[config.mk]
export PLATFORM = sky130hd
export DESIGN_NAME = ascii_line_tokenizer
export DESIGN_NICKNAME = d
export VERILOG_FILES = /design/src/design/alt_pkg.sv /design/src/design/alt_lexer.sv /design/src/design/alt_emit.sv /design/src/design/ascii_line_tokenizer.sv
export SDC_FILE = /design/constraint.sdc
export NUM_CORES = 1
export LEC_CHECK = 0
export BUFFER_PORTS_ARGS = -buffer_cell sky130_fd_sc_hd__buf_2
export CAP_MARGIN = 20
export CORE_MARGIN = 3
export CORE_UTILIZATION = 39
export DETAILED_ROUTE_END_ITERATION = 16
export PLACE_DENSITY = 0.54
export SLEW_MARGIN = 20
export SYNTH_ARGS = -nofsm -noshare
export SYNTH_HDL_FRONTEND = slang
export SYNTH_SLANG_ARGS = --single-unit
[constraint.sdc]
create_clock -name clk -period 11.25 [get_ports clk]
set_input_delay 0.5625 -clock clk [delete_from_list [all_inputs] [get_ports clk]]
set_output_delay 0.5625 -clock clk [all_outputs]
set_load 0.02 [all_outputs]
[src/design/alt_pkg.sv]
package alt_pkg;

    localparam int LINE_MAX  = 4096;
    localparam int MAX_TRAIL = 16;

    localparam int POS_W   = 12;
    localparam int VALUE_W = 31;
    localparam int SYM_W   = 7;
    localparam int TRAIL_W = $clog2(MAX_TRAIL + 2);
    localparam int PROD_W  = VALUE_W + 4;

    localparam logic [POS_W-1:0]   POS_MAX     = POS_W'(LINE_MAX - 1);
    localparam logic [TRAIL_W-1:0] TRAIL_LIMIT = TRAIL_W'(MAX_TRAIL);

    localparam logic [7:0] CH_NUL   = 8'h00;
    localparam logic [7:0] CH_TAB   = 8'h09;
    localparam logic [7:0] CH_LF    = 8'h0A;
    localparam logic [7:0] CH_CR    = 8'h0D;
    localparam logic [7:0] CH_SPACE = 8'h20;
    localparam logic [7:0] CH_BANG  = 8'h21;
    localparam logic [7:0] CH_TILDE = 8'h7E;
    localparam logic [7:0] CH_UNDER = 8'h5F;

    typedef logic [POS_W-1:0] pos_t;

    typedef enum logic [2:0] {
        KIND_IDENT  = 3'd0,
        KIND_NUMBER = 3'd1,
        KIND_SYMBOL = 3'd2,
        KIND_END    = 3'd3,
        KIND_ERROR  = 3'd4
    } kind_t;

    typedef enum logic [1:0] {
        MODE_IDLE   = 2'd0,
        MODE_IDENT  = 2'd1,
        MODE_NUMBER = 2'd2,
        MODE_ERROR  = 2'd3
    } lex_mode_t;

    typedef enum logic [1:0] {
        PH_IDLE  = 2'd0,
        PH_FLUSH = 2'd1,
        PH_TRAIL = 2'd2,
        PH_FIN   = 2'd3
    } phase_t;

    typedef struct packed {
        kind_t              kind;
        logic [SYM_W-1:0]   sym;
        logic [VALUE_W-1:0] value;
        pos_t               start;
        pos_t               len;
    } item_t;

    // results owed for one byte: open token, trailing underscores, own result
    typedef struct packed {
        logic               has_flush;
        item_t              flush_item;
        logic [TRAIL_W-1:0] trail_n;
        pos_t               trail_pos;
        logic               has_fin;
        item_t              fin_item;
    } plan_t;

    function automatic logic is_letter(input logic [7:0] c);
        return (c >= 8'h41 && c <= 8'h5A) || (c >= 8'h61 && c <= 8'h7A);
    endfunction

    function automatic logic is_digit(input logic [7:0] c);
        return c >= 8'h30 && c <= 8'h39;
    endfunction

    function automatic logic is_space(input logic [7:0] c);
        return c == CH_SPACE || c == CH_TAB || c == CH_CR || c == CH_LF;
    endfunction

    function automatic pos_t sat_inc(input pos_t p);
        return (p == POS_MAX) ? p : p + pos_t'(1);
    endfunction

    function automatic item_t make_item(input kind_t kind, input logic [SYM_W-1:0] sym,
                                        input logic [VALUE_W-1:0] value, input pos_t start,
                                        input pos_t len);
        item_t it;
        it.kind  = kind;
        it.sym   = sym;
        it.value = value;
        it.start = start;
        it.len   = len;
        return it;
    endfunction

endpackage

[src/design/alt_lexer.sv]
module alt_lexer (
    input  logic            clk,
    input  logic            rst_n,
    input  logic            accept,
    input  logic [7:0]      byte_in,
    output alt_pkg::plan_t  plan
);
    import alt_pkg::*;

    lex_mode_t          mode_reg, mode_next;
    pos_t               line_pos_reg, line_pos_next;
    pos_t               token_start_reg, token_start_next;
    pos_t               ident_end_reg, ident_end_next;
    logic [VALUE_W-1:0] accum_reg, accum_next;
    logic [TRAIL_W-1:0] trail_reg, trail_next;

    logic               start_c;
    logic [PROD_W-1:0]  prod;
    pos_t               pos_inc;
    pos_t               one;

    assign pos_inc = sat_inc(line_pos_reg);
    assign one     = pos_t'(1);
    assign prod    = {1'b0, accum_reg, 3'b000} + {3'b000, accum_reg, 1'b0}
                   + PROD_W'(byte_in[3:0]);

    always_comb
    begin
        mode_next        = mode_reg;
        line_pos_next    = line_pos_reg;
        token_start_next = token_start_reg;
        ident_end_next   = ident_end_reg;
        accum_next       = accum_reg;
        trail_next       = trail_reg;
        plan             = '0;
        start_c          = 1'b0;

        case (mode_reg)
            MODE_ERROR:
            begin
                if (byte_in == CH_NUL)
                begin
                    mode_next        = MODE_IDLE;
                    line_pos_next    = '0;
                    token_start_next = '0;
                    ident_end_next   = '0;
                    accum_next       = '0;
                    trail_next       = '0;
                end
            end
            MODE_IDENT:
            begin
                if (is_letter(byte_in) || is_digit(byte_in))
                begin
                    trail_next     = '0;
                    ident_end_next = pos_inc;
                    line_pos_next  = pos_inc;
                end
                else if (byte_in == CH_UNDER)
                begin
                    if (trail_reg <= TRAIL_LIMIT)
                        trail_next = trail_reg + TRAIL_W'(1);
                    line_pos_next = pos_inc;
                end
                else
                begin
                    plan.has_flush  = 1'b1;
                    plan.flush_item = make_item(KIND_IDENT, '0, '0, token_start_reg,
                                                ident_end_reg - token_start_reg);
                    mode_next = MODE_IDLE;
                    if (trail_reg > TRAIL_LIMIT)
                    begin
                        plan.has_fin  = 1'b1;
                        plan.fin_item = make_item(KIND_ERROR, '0, '0, ident_end_reg, '0);
                        if (byte_in == CH_NUL)
                        begin
                            line_pos_next    = '0;
                            token_start_next = '0;
                            ident_end_next   = '0;
                            accum_next       = '0;
                            trail_next       = '0;
                        end
                        else
                            mode_next = MODE_ERROR;
                    end
                    else
                    begin
                        plan.trail_n   = trail_reg;
                        plan.trail_pos = ident_end_reg;
                        start_c        = 1'b1;
                    end
                end
            end
            MODE_NUMBER:
            begin
                if (is_digit(byte_in))
                begin
                    if (prod[PROD_W-1:VALUE_W] != '0)
                    begin
                        plan.has_fin  = 1'b1;
                        plan.fin_item = make_item(KIND_ERROR, '0, '0, pos_inc, '0);
                        mode_next     = MODE_ERROR;
                    end
                    else
                        accum_next = prod[VALUE_W-1:0];
                    line_pos_next = pos_inc;
                end
                else
                begin
                    plan.has_flush  = 1'b1;
                    plan.flush_item = make_item(KIND_NUMBER, '0, accum_reg, token_start_reg,
                                                '0);
                    mode_next  = MODE_IDLE;
                    accum_next = '0;
                    start_c    = 1'b1;
                end
            end
            default:
                start_c = 1'b1;
        endcase

        if (start_c)
        begin
            line_pos_next = pos_inc;
            if (byte_in == CH_NUL)
            begin
                plan.has_fin     = 1'b1;
                plan.fin_item    = make_item(KIND_END, '0, '0, line_pos_reg, '0);
                mode_next        = MODE_IDLE;
                line_pos_next    = '0;
                token_start_next = '0;
                ident_end_next   = '0;
                accum_next       = '0;
                trail_next       = '0;
            end
            else if (is_letter(byte_in))
            begin
                mode_next        = MODE_IDENT;
                token_start_next = line_pos_reg;
                ident_end_next   = pos_inc;
                trail_next       = '0;
            end
            else if (is_digit(byte_in))
            begin
                mode_next        = MODE_NUMBER;
                token_start_next = line_pos_reg;
                accum_next       = VALUE_W'(byte_in[3:0]);
            end
            else if (is_space(byte_in))
            begin
                mode_next = mode_next;
            end
            else if (byte_in >= CH_BANG && byte_in <= CH_TILDE)
            begin
                plan.has_fin  = 1'b1;
                plan.fin_item = make_item(KIND_SYMBOL, byte_in[SYM_W-1:0], '0,
                                          line_pos_reg, one);
            end
            else
            begin
                plan.has_fin  = 1'b1;
                plan.fin_item = make_item(KIND_ERROR, '0, '0, line_pos_reg, '0);
                mode_next     = MODE_ERROR;
            end
        end
    end

    always_ff @(posedge clk or negedge rst_n)
    begin
        if (!rst_n)
        begin
            mode_reg        <= MODE_IDLE;
            line_pos_reg    <= '0;
            token_start_reg <= '0;
            ident_end_reg   <= '0;
            accum_reg       <= '0;
            trail_reg       <= '0;
        end
        else if (accept)
        begin
            mode_reg        <= mode_next;
            line_pos_reg    <= line_pos_next;
            token_start_reg <= token_start_next;
            ident_end_reg   <= ident_end_next;
            accum_reg       <= accum_next;
            trail_reg       <= trail_next;
        end
    end

endmodule

[src/design/alt_emit.sv]
module alt_emit (
    input  logic            clk,
    input  logic            rst_n,
    input  logic            load_req,
    input  alt_pkg::plan_t  plan_in,
    output logic            load_ok,
    output logic            out_valid,
    input  logic            out_ready,
    output alt_pkg::item_t  out_item,
    output logic            out_last
);
    import alt_pkg::*;

    phase_t phase_reg, phase_next;
    phase_t after;
    phase_t first;
    plan_t  plan_reg, plan_next;
    item_t  cur;
    logic   emit;
    logic   load;
    logic   out_valid_reg, out_valid_next;
    item_t  out_item_reg, out_item_next;
    logic   out_last_reg, out_last_next;

    always_comb
    begin
        case (phase_reg)
            PH_FLUSH:
            begin
                cur = plan_reg.flush_item;
                if (plan_reg.trail_n != '0)
                    after = PH_TRAIL;
                else if (plan_reg.has_fin)
                    after = PH_FIN;
                else
                    after = PH_IDLE;
            end
            PH_TRAIL:
            begin
                cur = make_item(KIND_SYMBOL, CH_UNDER[SYM_W-1:0], '0, plan_reg.trail_pos,
                                pos_t'(1));
                if (plan_reg.trail_n != TRAIL_W'(1))
                    after = PH_TRAIL;
                else if (plan_reg.has_fin)
                    after = PH_FIN;
                else
                    after = PH_IDLE;
            end
            PH_FIN:
            begin
                cur   = plan_reg.fin_item;
                after = PH_IDLE;
            end
            default:
            begin
                cur   = plan_reg.fin_item;
                after = PH_IDLE;
            end
        endcase

        if (plan_in.has_flush)
            first = PH_FLUSH;
        else if (plan_in.has_fin)
            first = PH_FIN;
        else
            first = PH_IDLE;

        emit    = (phase_reg != PH_IDLE) && (!out_valid_reg || out_ready);
        load_ok = (phase_reg == PH_IDLE) || (emit && after == PH_IDLE);
        load    = load_req && load_ok;

        phase_next = phase_reg;
        plan_next  = plan_reg;
        if (emit)
        begin
            phase_next = after;
            if (phase_reg == PH_TRAIL)
            begin
                plan_next.trail_n   = plan_reg.trail_n - TRAIL_W'(1);
                plan_next.trail_pos = sat_inc(plan_reg.trail_pos);
            end
        end
        if (load)
        begin
            phase_next = first;
            plan_next  = plan_in;
        end

        out_valid_next = out_valid_reg;
        out_item_next  = out_item_reg;
        out_last_next  = out_last_reg;
        if (emit)
        begin
            out_valid_next = 1'b1;
            out_item_next  = cur;
            out_last_next  = (after == PH_IDLE);
        end
        else if (out_ready)
            out_valid_next = 1'b0;
    end

    always_ff @(posedge clk or negedge rst_n)
    begin
        if (!rst_n)
        begin
            phase_reg     <= PH_IDLE;
            out_valid_reg <= 1'b0;
        end
        else
        begin
            phase_reg     <= phase_next;
            out_valid_reg <= out_valid_next;
        end
    end

    always_ff @(posedge clk)
    begin
        plan_reg     <= plan_next;
        out_item_reg <= out_item_next;
        out_last_reg <= out_last_next;
    end

    assign out_valid = out_valid_reg;
    assign out_item  = out_item_reg;
    assign out_last  = out_last_reg;

endmodule

[src/design/ascii_line_tokenizer.sv]
// channel   dir  handshake                     payload
// s_axis    in   s_axis_tvalid/s_axis_tready   tdata: byte_in
// m_axis    out  m_axis_tvalid/m_axis_tready   tdata, tuser, tlast: one token per word
//
// A byte is taken every cycle while its results can be queued; each result word
// goes through the plan and output registers, one per cycle unless m_axis stalls.
// A byte owing several results holds the input until its last word is being sent;
// the sequencer steps out its trailing underscore tokens one by one.
// rst_n is asynchronous; after it the line position is zero and no token is open.
// A stalled output holds its word; input is refused only while owed words queue.
module ascii_line_tokenizer (
    input  logic        clk,
    input  logic        rst_n,
    input  logic        s_axis_tvalid,
    output logic        s_axis_tready,
    input  logic [7:0]  s_axis_tdata,   // [7:0] byte_in
    output logic        m_axis_tvalid,
    input  logic        m_axis_tready,
    output logic [63:0] m_axis_tdata,   // [6:0] symbol_char, [37:7] number_value,
                                        // [49:38] start_pos, [61:50] token_len, rest 0
    output logic [2:0]  m_axis_tuser,   // [2:0] token_kind
    output logic        m_axis_tlast    // last_result
);
    import alt_pkg::*;

    plan_t plan;
    item_t item;
    logic  load_ok;
    logic  accept;

    assign accept        = s_axis_tvalid && load_ok;
    assign s_axis_tready = load_ok;

    alt_lexer u_lexer (
        .clk     (clk),
        .rst_n   (rst_n),
        .accept  (accept),
        .byte_in (s_axis_tdata),
        .plan    (plan)
    );

    alt_emit u_emit (
        .clk       (clk),
        .rst_n     (rst_n),
        .load_req  (accept),
        .plan_in   (plan),
        .load_ok   (load_ok),
        .out_valid (m_axis_tvalid),
        .out_ready (m_axis_tready),
        .out_item  (item),
        .out_last  (m_axis_tlast)
    );

    assign m_axis_tdata = {2'b00, item.len, item.start, item.value, item.sym};
    assign m_axis_tuser = item.kind;

endmodule
==> results.txt, run 1 <==
synthesis-stage register bit count: 240
H-tree depth: 1
diode count: 0
Worst Reg-to-Reg Cells: 13
Place WS: 6.43 ns
synth-to-layout area growth: 12.1%
antenna violations before repair: 1
Ys Warns: 0
Cell Int Power: 2.57 mW
TritonRoute pass-1 iters: 5
hold slack: 0.270 ns
number of CTS-inserted buffers: 29
Reg2Reg Setup Slack: 6.47 ns
Die Width: 198 µm
total of max-cap violations: 0
GP Congestion: 0.874
Max Slew Vio Count: 0
Final Cycle Share: 42.5%
All-Layer GR Usage: 20.1%
synth cell count leaders: 163 x edfxtp_1, 112 x nand2_1, 106 x nor2_1
Clock transition at path regs: 0.06 ns
status: finished clean
first-pass GRT wire length: 63.7 mm
Post-CTS Resized: 0
Worst setup EP type: flop
VDD IR max: 132 µV
Yosys top cell area share: 33.9%
Clock Path Buffers: 3
Period minus WS final: 4.78 ns
grt ovf: 0
register share of total power: 36.1%
Crit Reg-Reg Startpoint: u_emit.phase_reg[0]$_DFFE_PN0P_
worst setup slack after layout: 6.47 ns
CP Max Fanout: 78
dpl hpwl: 27.1 mm
Least-Margin Pin Slew: 1.14 ns
drt drc: 0
Detail Route Antenna Nets: 0
RSZ-0062 raised after global routing: false
Comb pwr share: 42.9%
WS Path Type: reg2reg
Final #Nets: 1608
Clock Skew: 0.0206 ns
largest net degree at the start of global routing: 79
Finished Layout Cells: 1991
Final setup viols: 0
top post-synthesis cells by area: edfxtp_1 34%, dfrtp_1 13%, ha_1 7.5%
relative slew slack: 23.5%
initial core utilization: 40.1%
Inst Count DP: 1936
cell taking the most area after synthesis: edfxtp_1
Die Span Y: 198 µm
Cells after Synth: 1459
number of enable flip-flop cells after synthesis: 163
WL per Instance: 19.8 µm
power density over the cells: 275 mW/mm²
share of layout cells above drive strength 1: 11.0%
ys flop type: edfxtp_1
Hold Vio Cnt, Final: 0
vias per inst: 5.79
R2R Path End: u_lexer.token_start_reg[10]$_DFFE_PN0P_
Seq/Total Area, Yosys: 47.3%
Static Leak: 6.46 nW
Req. time, crit path: 11.75 ns
Cell Area, Synth: 0.0144 mm²
# IOs: 82
root buffer cell: clkbuf_16
core area: 0.0360 mm²
hold path cells: 3
async set or reset register ratio after synthesis: 32.1%
Max Fclk: 209 MHz
Starting DRT DRC Count: 990
max reg flops: 97
WHS Endpoint: u_emit.out_valid$_DFFE_PN0P_
vias in the first global route: 11033
Avg Cell Area, Syn: 9.89 µm²
Hold Path Class: in2reg
die area: 0.0393 mm²
setup TNS: 0 ns
std cell rows: 69
Startpoint Class: flop
Net Sw Frac: 42.2%
Via Count: 11533
CTS tree: done
Port Buffer Count: 79
Clk pwr share: 21.0%
Synth cell types: 76
switching power: 1.88 mW
Clk Latency, worst-skew pair: 0.57 ns
WP data arrival: 5.28 ns
drt total wl: 39.4 mm
clk sinks: 240
hold path startpoint: m_axis_tready
most common cell in the netlist: edfxtp_1
kinds of logic after synthesis:
group           Yosys count  share of synthesized area [%]
compound gates          442                           20.6
simple gates            460                           15.7
xor+xnor                 51                           3.10
buf+inv                 167                           4.73
fa+ha+maj                89                           7.88
mux                       9                          0.651
flops                   240                           47.3
other cells               1                         0.0260
metal layers:
| layer | vias up | share of wire (%) | GRT usage (%) |
|---|---|---|---|
| li1 | 5536 | - | - |
| met1 | 5610 | 51 | 31.6 |
| met2 | 349 | 42 | 29.6 |
| met3 | 38 | 5.4 | 2.59 |
| met4 | 0 | 1.5 | 4.25 |
| met5 | - | 0 | 0 |
how the worst max path moves through the flow:
stage                                     from  slack (ns)                                      end
6_report       u_emit.phase_reg[0]$_DFFE_PN0P_        6.47  u_lexer.token_start_reg[10]$_DFFE_PN0P_
5_1_grt        u_emit.phase_reg[0]$_DFFE_PN0P_        5.98  u_lexer.token_start_reg[10]$_DFFE_PN0P_
4_1_cts        u_emit.phase_reg[0]$_DFFE_PN0P_        6.40  u_lexer.token_start_reg[10]$_DFFE_PN0P_
3_5_place_dp   u_emit.phase_reg[0]$_DFFE_PN0P_        6.43   u_lexer.token_start_reg[3]$_DFFE_PN0P_
3_3_place_gp                   s_axis_tdata[3]        6.51        u_lexer.accum_reg[18]$_DFFE_PN0P_
2_1_floorplan  u_emit.phase_reg[0]$_DFFE_PN0P_        5.92            u_emit.plan_reg[81]$_DFFE_PP_
area by class of cell:
cell class,count,area [µm²]
multi-input combinational,1053,6950
inverter,84,318
tap,461,577
clock buffer,35,758
timing repair buffer,99,558
clock inverter,19,189
sequential,240,6820
fill,3445,19800
power by group through the flow:
stage / registers [mW] / logic, mW / clock network (mW)
5_1_grt: 1.65 / 2.13 / 0.997
6_report: 1.61 / 1.91 / 0.933
2_1_floorplan: 1.70 / 1.22 / 0
3_3_place_gp: 1.62 / 1.90 / 0
3_5_place_dp: 1.62 / 1.91 / 0
4_1_cts: 1.61 / 1.92 / 0.958
metrics by stage:
step                utilization (%)  instance area, µm²  total power [mW]
finish                         44.9               16200              4.45
global route                   44.9               16200              4.78
CTS                            44.9               16200              4.48
floorplan                         -               14400              2.93
global placement               42.2               15200              3.52
detailed placement             42.3               15200              3.53
worst max-delay path: stages (launching register included):
cell and delay (ns):
dfrtp_1 0.37, inv_1 0.08, ha_1 0.29, buf_4 0.27
nand2_1 0.31, a21oi_1 0.12, o31ai_1 0.40, nand2_2 0.08
buf_4 0.38, inv_4 0.58, buf_4 0.81, nand2_1 0.15
nor2_1 0.54, a22o_1 0.24
layout by cell type (no fill, tap or decap), drive strengths merged, types with 53 or more instances in the layout:
cell / instances
dfrtp: 77
edfxtp: 163
a21oi: 87
nor3: 56
nor2: 106
o21ai: 112
ha: 86
and2: 53
inv: 86
buf: 98
nand2: 112
repair_timing:
action / 4_1_cts / 5_1_grt
hold buffers: 1 / 0
setup endpoints to repair: 0 / 0
buffers inserted: 0 / 0
endpoints found under the hold margin: 23 / 0
(Power assumes the default switching activity.)
==> run 2, diff against run 1 <==
Clock period 11.25 ns to 4.65 ns, I/O delays scaled along.
==> run 2 against run 1 <==
Die area stayed put. Count of clock-buffer cells in the layout down 2. Clock skew fell by 0.00090 ns. Largest cell class unchanged.
==> results.txt, run 2 (synthesis gave the netlist of run 1 again) <==
status: finished clean
grt ovf: 0
RSZ-0062 raised after global routing: false
max reg flops: 97
Critical-path top delay cell: fa_1
Port Buffer Count: 79
initial core utilization: 40.1%
drt total wl: 39.9 mm
Worst setup EP type: flop
postcts setup bufs: 0
Clock transition at path regs: 0.06 ns
Worst path depth: 14
Hold Path Class: in2reg
Final #Nets: 1618
Place WS: 0.389 ns
Clock Skew: 0.0197 ns
Detail Route Antenna Nets: 0
root buffer cell: clkbuf_16
Largest stage delay, worst path: 0.48 ns
fillcell total: 3453
Inst Count DP: 1945
Post-DP Area: 0.0153 mm²
R2R Path End: u_lexer.accum_reg[14]$_DFFE_PN0P_
TritonRoute pass-1 iters: 6
Die Span Y: 198 µm
Req. time, crit path: 5.08 ns
core area: 0.0360 mm²
WL per Instance: 20.0 µm
Final setup viols: 0
# hold bufs at CTS: 3
Hold Vio Cnt, Final: 0
antenna violations before repair: 0
Clk Latency, worst-skew pair: 0.55 ns
clk sinks: 240
CP Cell Sequence: inv_1 > fa_1 > fa_1 > nand2b_1 > a21o_1 > a2111oi_0 > buf_4 > a32o_1 > a2111oi_0 > o21ai_1 > nand2_1 > a31o_1 > buf_4 > o31ai_1
CTS tree: done
critical path capture point: u_lexer.accum_reg[14]$_DFFE_PN0P_
Crit Reg-Reg Startpoint: u_lexer.accum_reg[0]$_DFFE_PN0P_
Period minus WS final: 4.23 ns
diode count: 0
WP buf/inv: 3
post-route cell area: 0.0162 mm²
number of CTS-inserted buffers: 27
first-pass GRT wire length: 64.6 mm
std cell rows: 69
vias per inst: 5.81
WP data arrival: 4.67 ns
synth-to-layout area growth: 12.3%
setup TNS: 0 ns
multi-input logic area: 0.00694 mm²
drt drc: 0
# IOs: 82
Pwr Total: 10.7 mW
share of layout cells above drive strength 1: 11.4%
Via Count: 11612
register area: 0.00682 mm²
GP Congestion: 0.897
WS Path Type: reg2reg
Static Leak: 6.48 nW
Max Fclk: 236 MHz
Finished Layout Cells: 1999
Die Width: 198 µm
Worst Reg-to-Reg Cells: 14
Crit path max-delay family: compound AO/OA/AOI/OAI gates
H-tree depth: 1
Startpoint Class: flop
Least-Margin Pin Slew: 1.06 ns
Clock Path Buffers: 3
most frequent cells in the layout: 163 x edfxtp_1, 111 x nand2_1, 105 x nor2_1, 105 x o21ai_0, 87 x a21oi_1
Final Cycle Share: 91.0%
largest net degree at the start of global routing: 75
die area: 0.0393 mm²
CP Max Fanout: 28
VDD IR max: 402 µV
Crit. Startpoint: u_lexer.accum_reg[0]$_DFFE_PN0P_
Max Slew Vio Count: 0
Post-CTS Resized: 0
vias in the first global route: 11489
dpl hpwl: 27.3 mm
relative slew slack: 29.3%
Reg2Reg Setup Slack: 0.42 ns
worst setup slack after layout: 0.417 ns
power density over the cells: 659 mW/mm²
commonest non-fill, non-tap cell in the layout: edfxtp_1
Starting DRT DRC Count: 989
total of max-cap violations: 0
All-Layer GR Usage: 20.3%
-- run 2: changes by cell type in the layout (fill, tap and decap cells not counted), sizes merged --
cell / before / now
buf: 98 / 108
bufinv: 3 / 1
clkbuf: 35 / 33
clkinv: 13 / 12
clkinvlp: 1 / 3
dlygate4sd3: 1 / 3
inv: 86 / 85
-- run 2: per-layer routing --
layer  global-route usage [%]  wire length (µm)  share of wire [%]
met1                     31.1             20000                 50
met4                     5.27               970                2.4
met2                     29.9             16600                 42
met3                     3.10              2390                6.0
met5                        0                 0                  0
-- run 2: how the worst min path moves through the flow --
| stage | startpoint | to | slack, ns | depth (start not counted) |
|---|---|---|---|---|
| finish | s_axis_tdata[0] | u_emit.plan_reg[55]$_DFFE_PP_ | 0.09 | 2 |
| global route | s_axis_tdata[4] | u_emit.plan_reg[59]$_DFFE_PP_ | 0.09 | 2 |
| CTS | s_axis_tdata[0] | u_emit.plan_reg[55]$_DFFE_PP_ | 0.05 | 2 |
| detailed placement | rst_n | u_lexer.trail_reg[1]$_DFFE_PN0P_ | 0.04 | 1 |
| global placement | rst_n | u_lexer.trail_reg[1]$_DFFE_PN0P_ | 0.04 | 1 |
| floorplan | rst_n | u_emit.out_valid$_DFFE_PN0P_ | -0.06 | 0 |
-- run 2: stage by stage --
step           utilization (%)  hold slack [ns]
2_1_floorplan                -          -0.0631
3_3_place_gp              42.5           0.0353
3_5_place_dp              42.5           0.0376
4_1_cts                   44.9           0.0537
5_1_grt                   45.0           0.0878
6_report                  45.0           0.0906
-- run 2: area by class of cell --
| type | count | area share [%] |
|---|---|---|
| clock buffers | 33 | 4.56 |
| clock inverters | 17 | 0.703 |
| well taps | 461 | 3.56 |
| inverters | 84 | 1.96 |
| repair buffers | 111 | 4.24 |
| multi-input cells | 1053 | 42.9 |
| flip-flops and latches | 240 | 42.1 |
-- run 2: where the power goes --
group	switching [mW]	internal, mW	leakage (nW)	total, mW
Sequential	0.525	3.36	2.61	3.89
Clock	0.877	1.18	0.416	2.06
Combinational	3.16	1.58	3.46	4.74
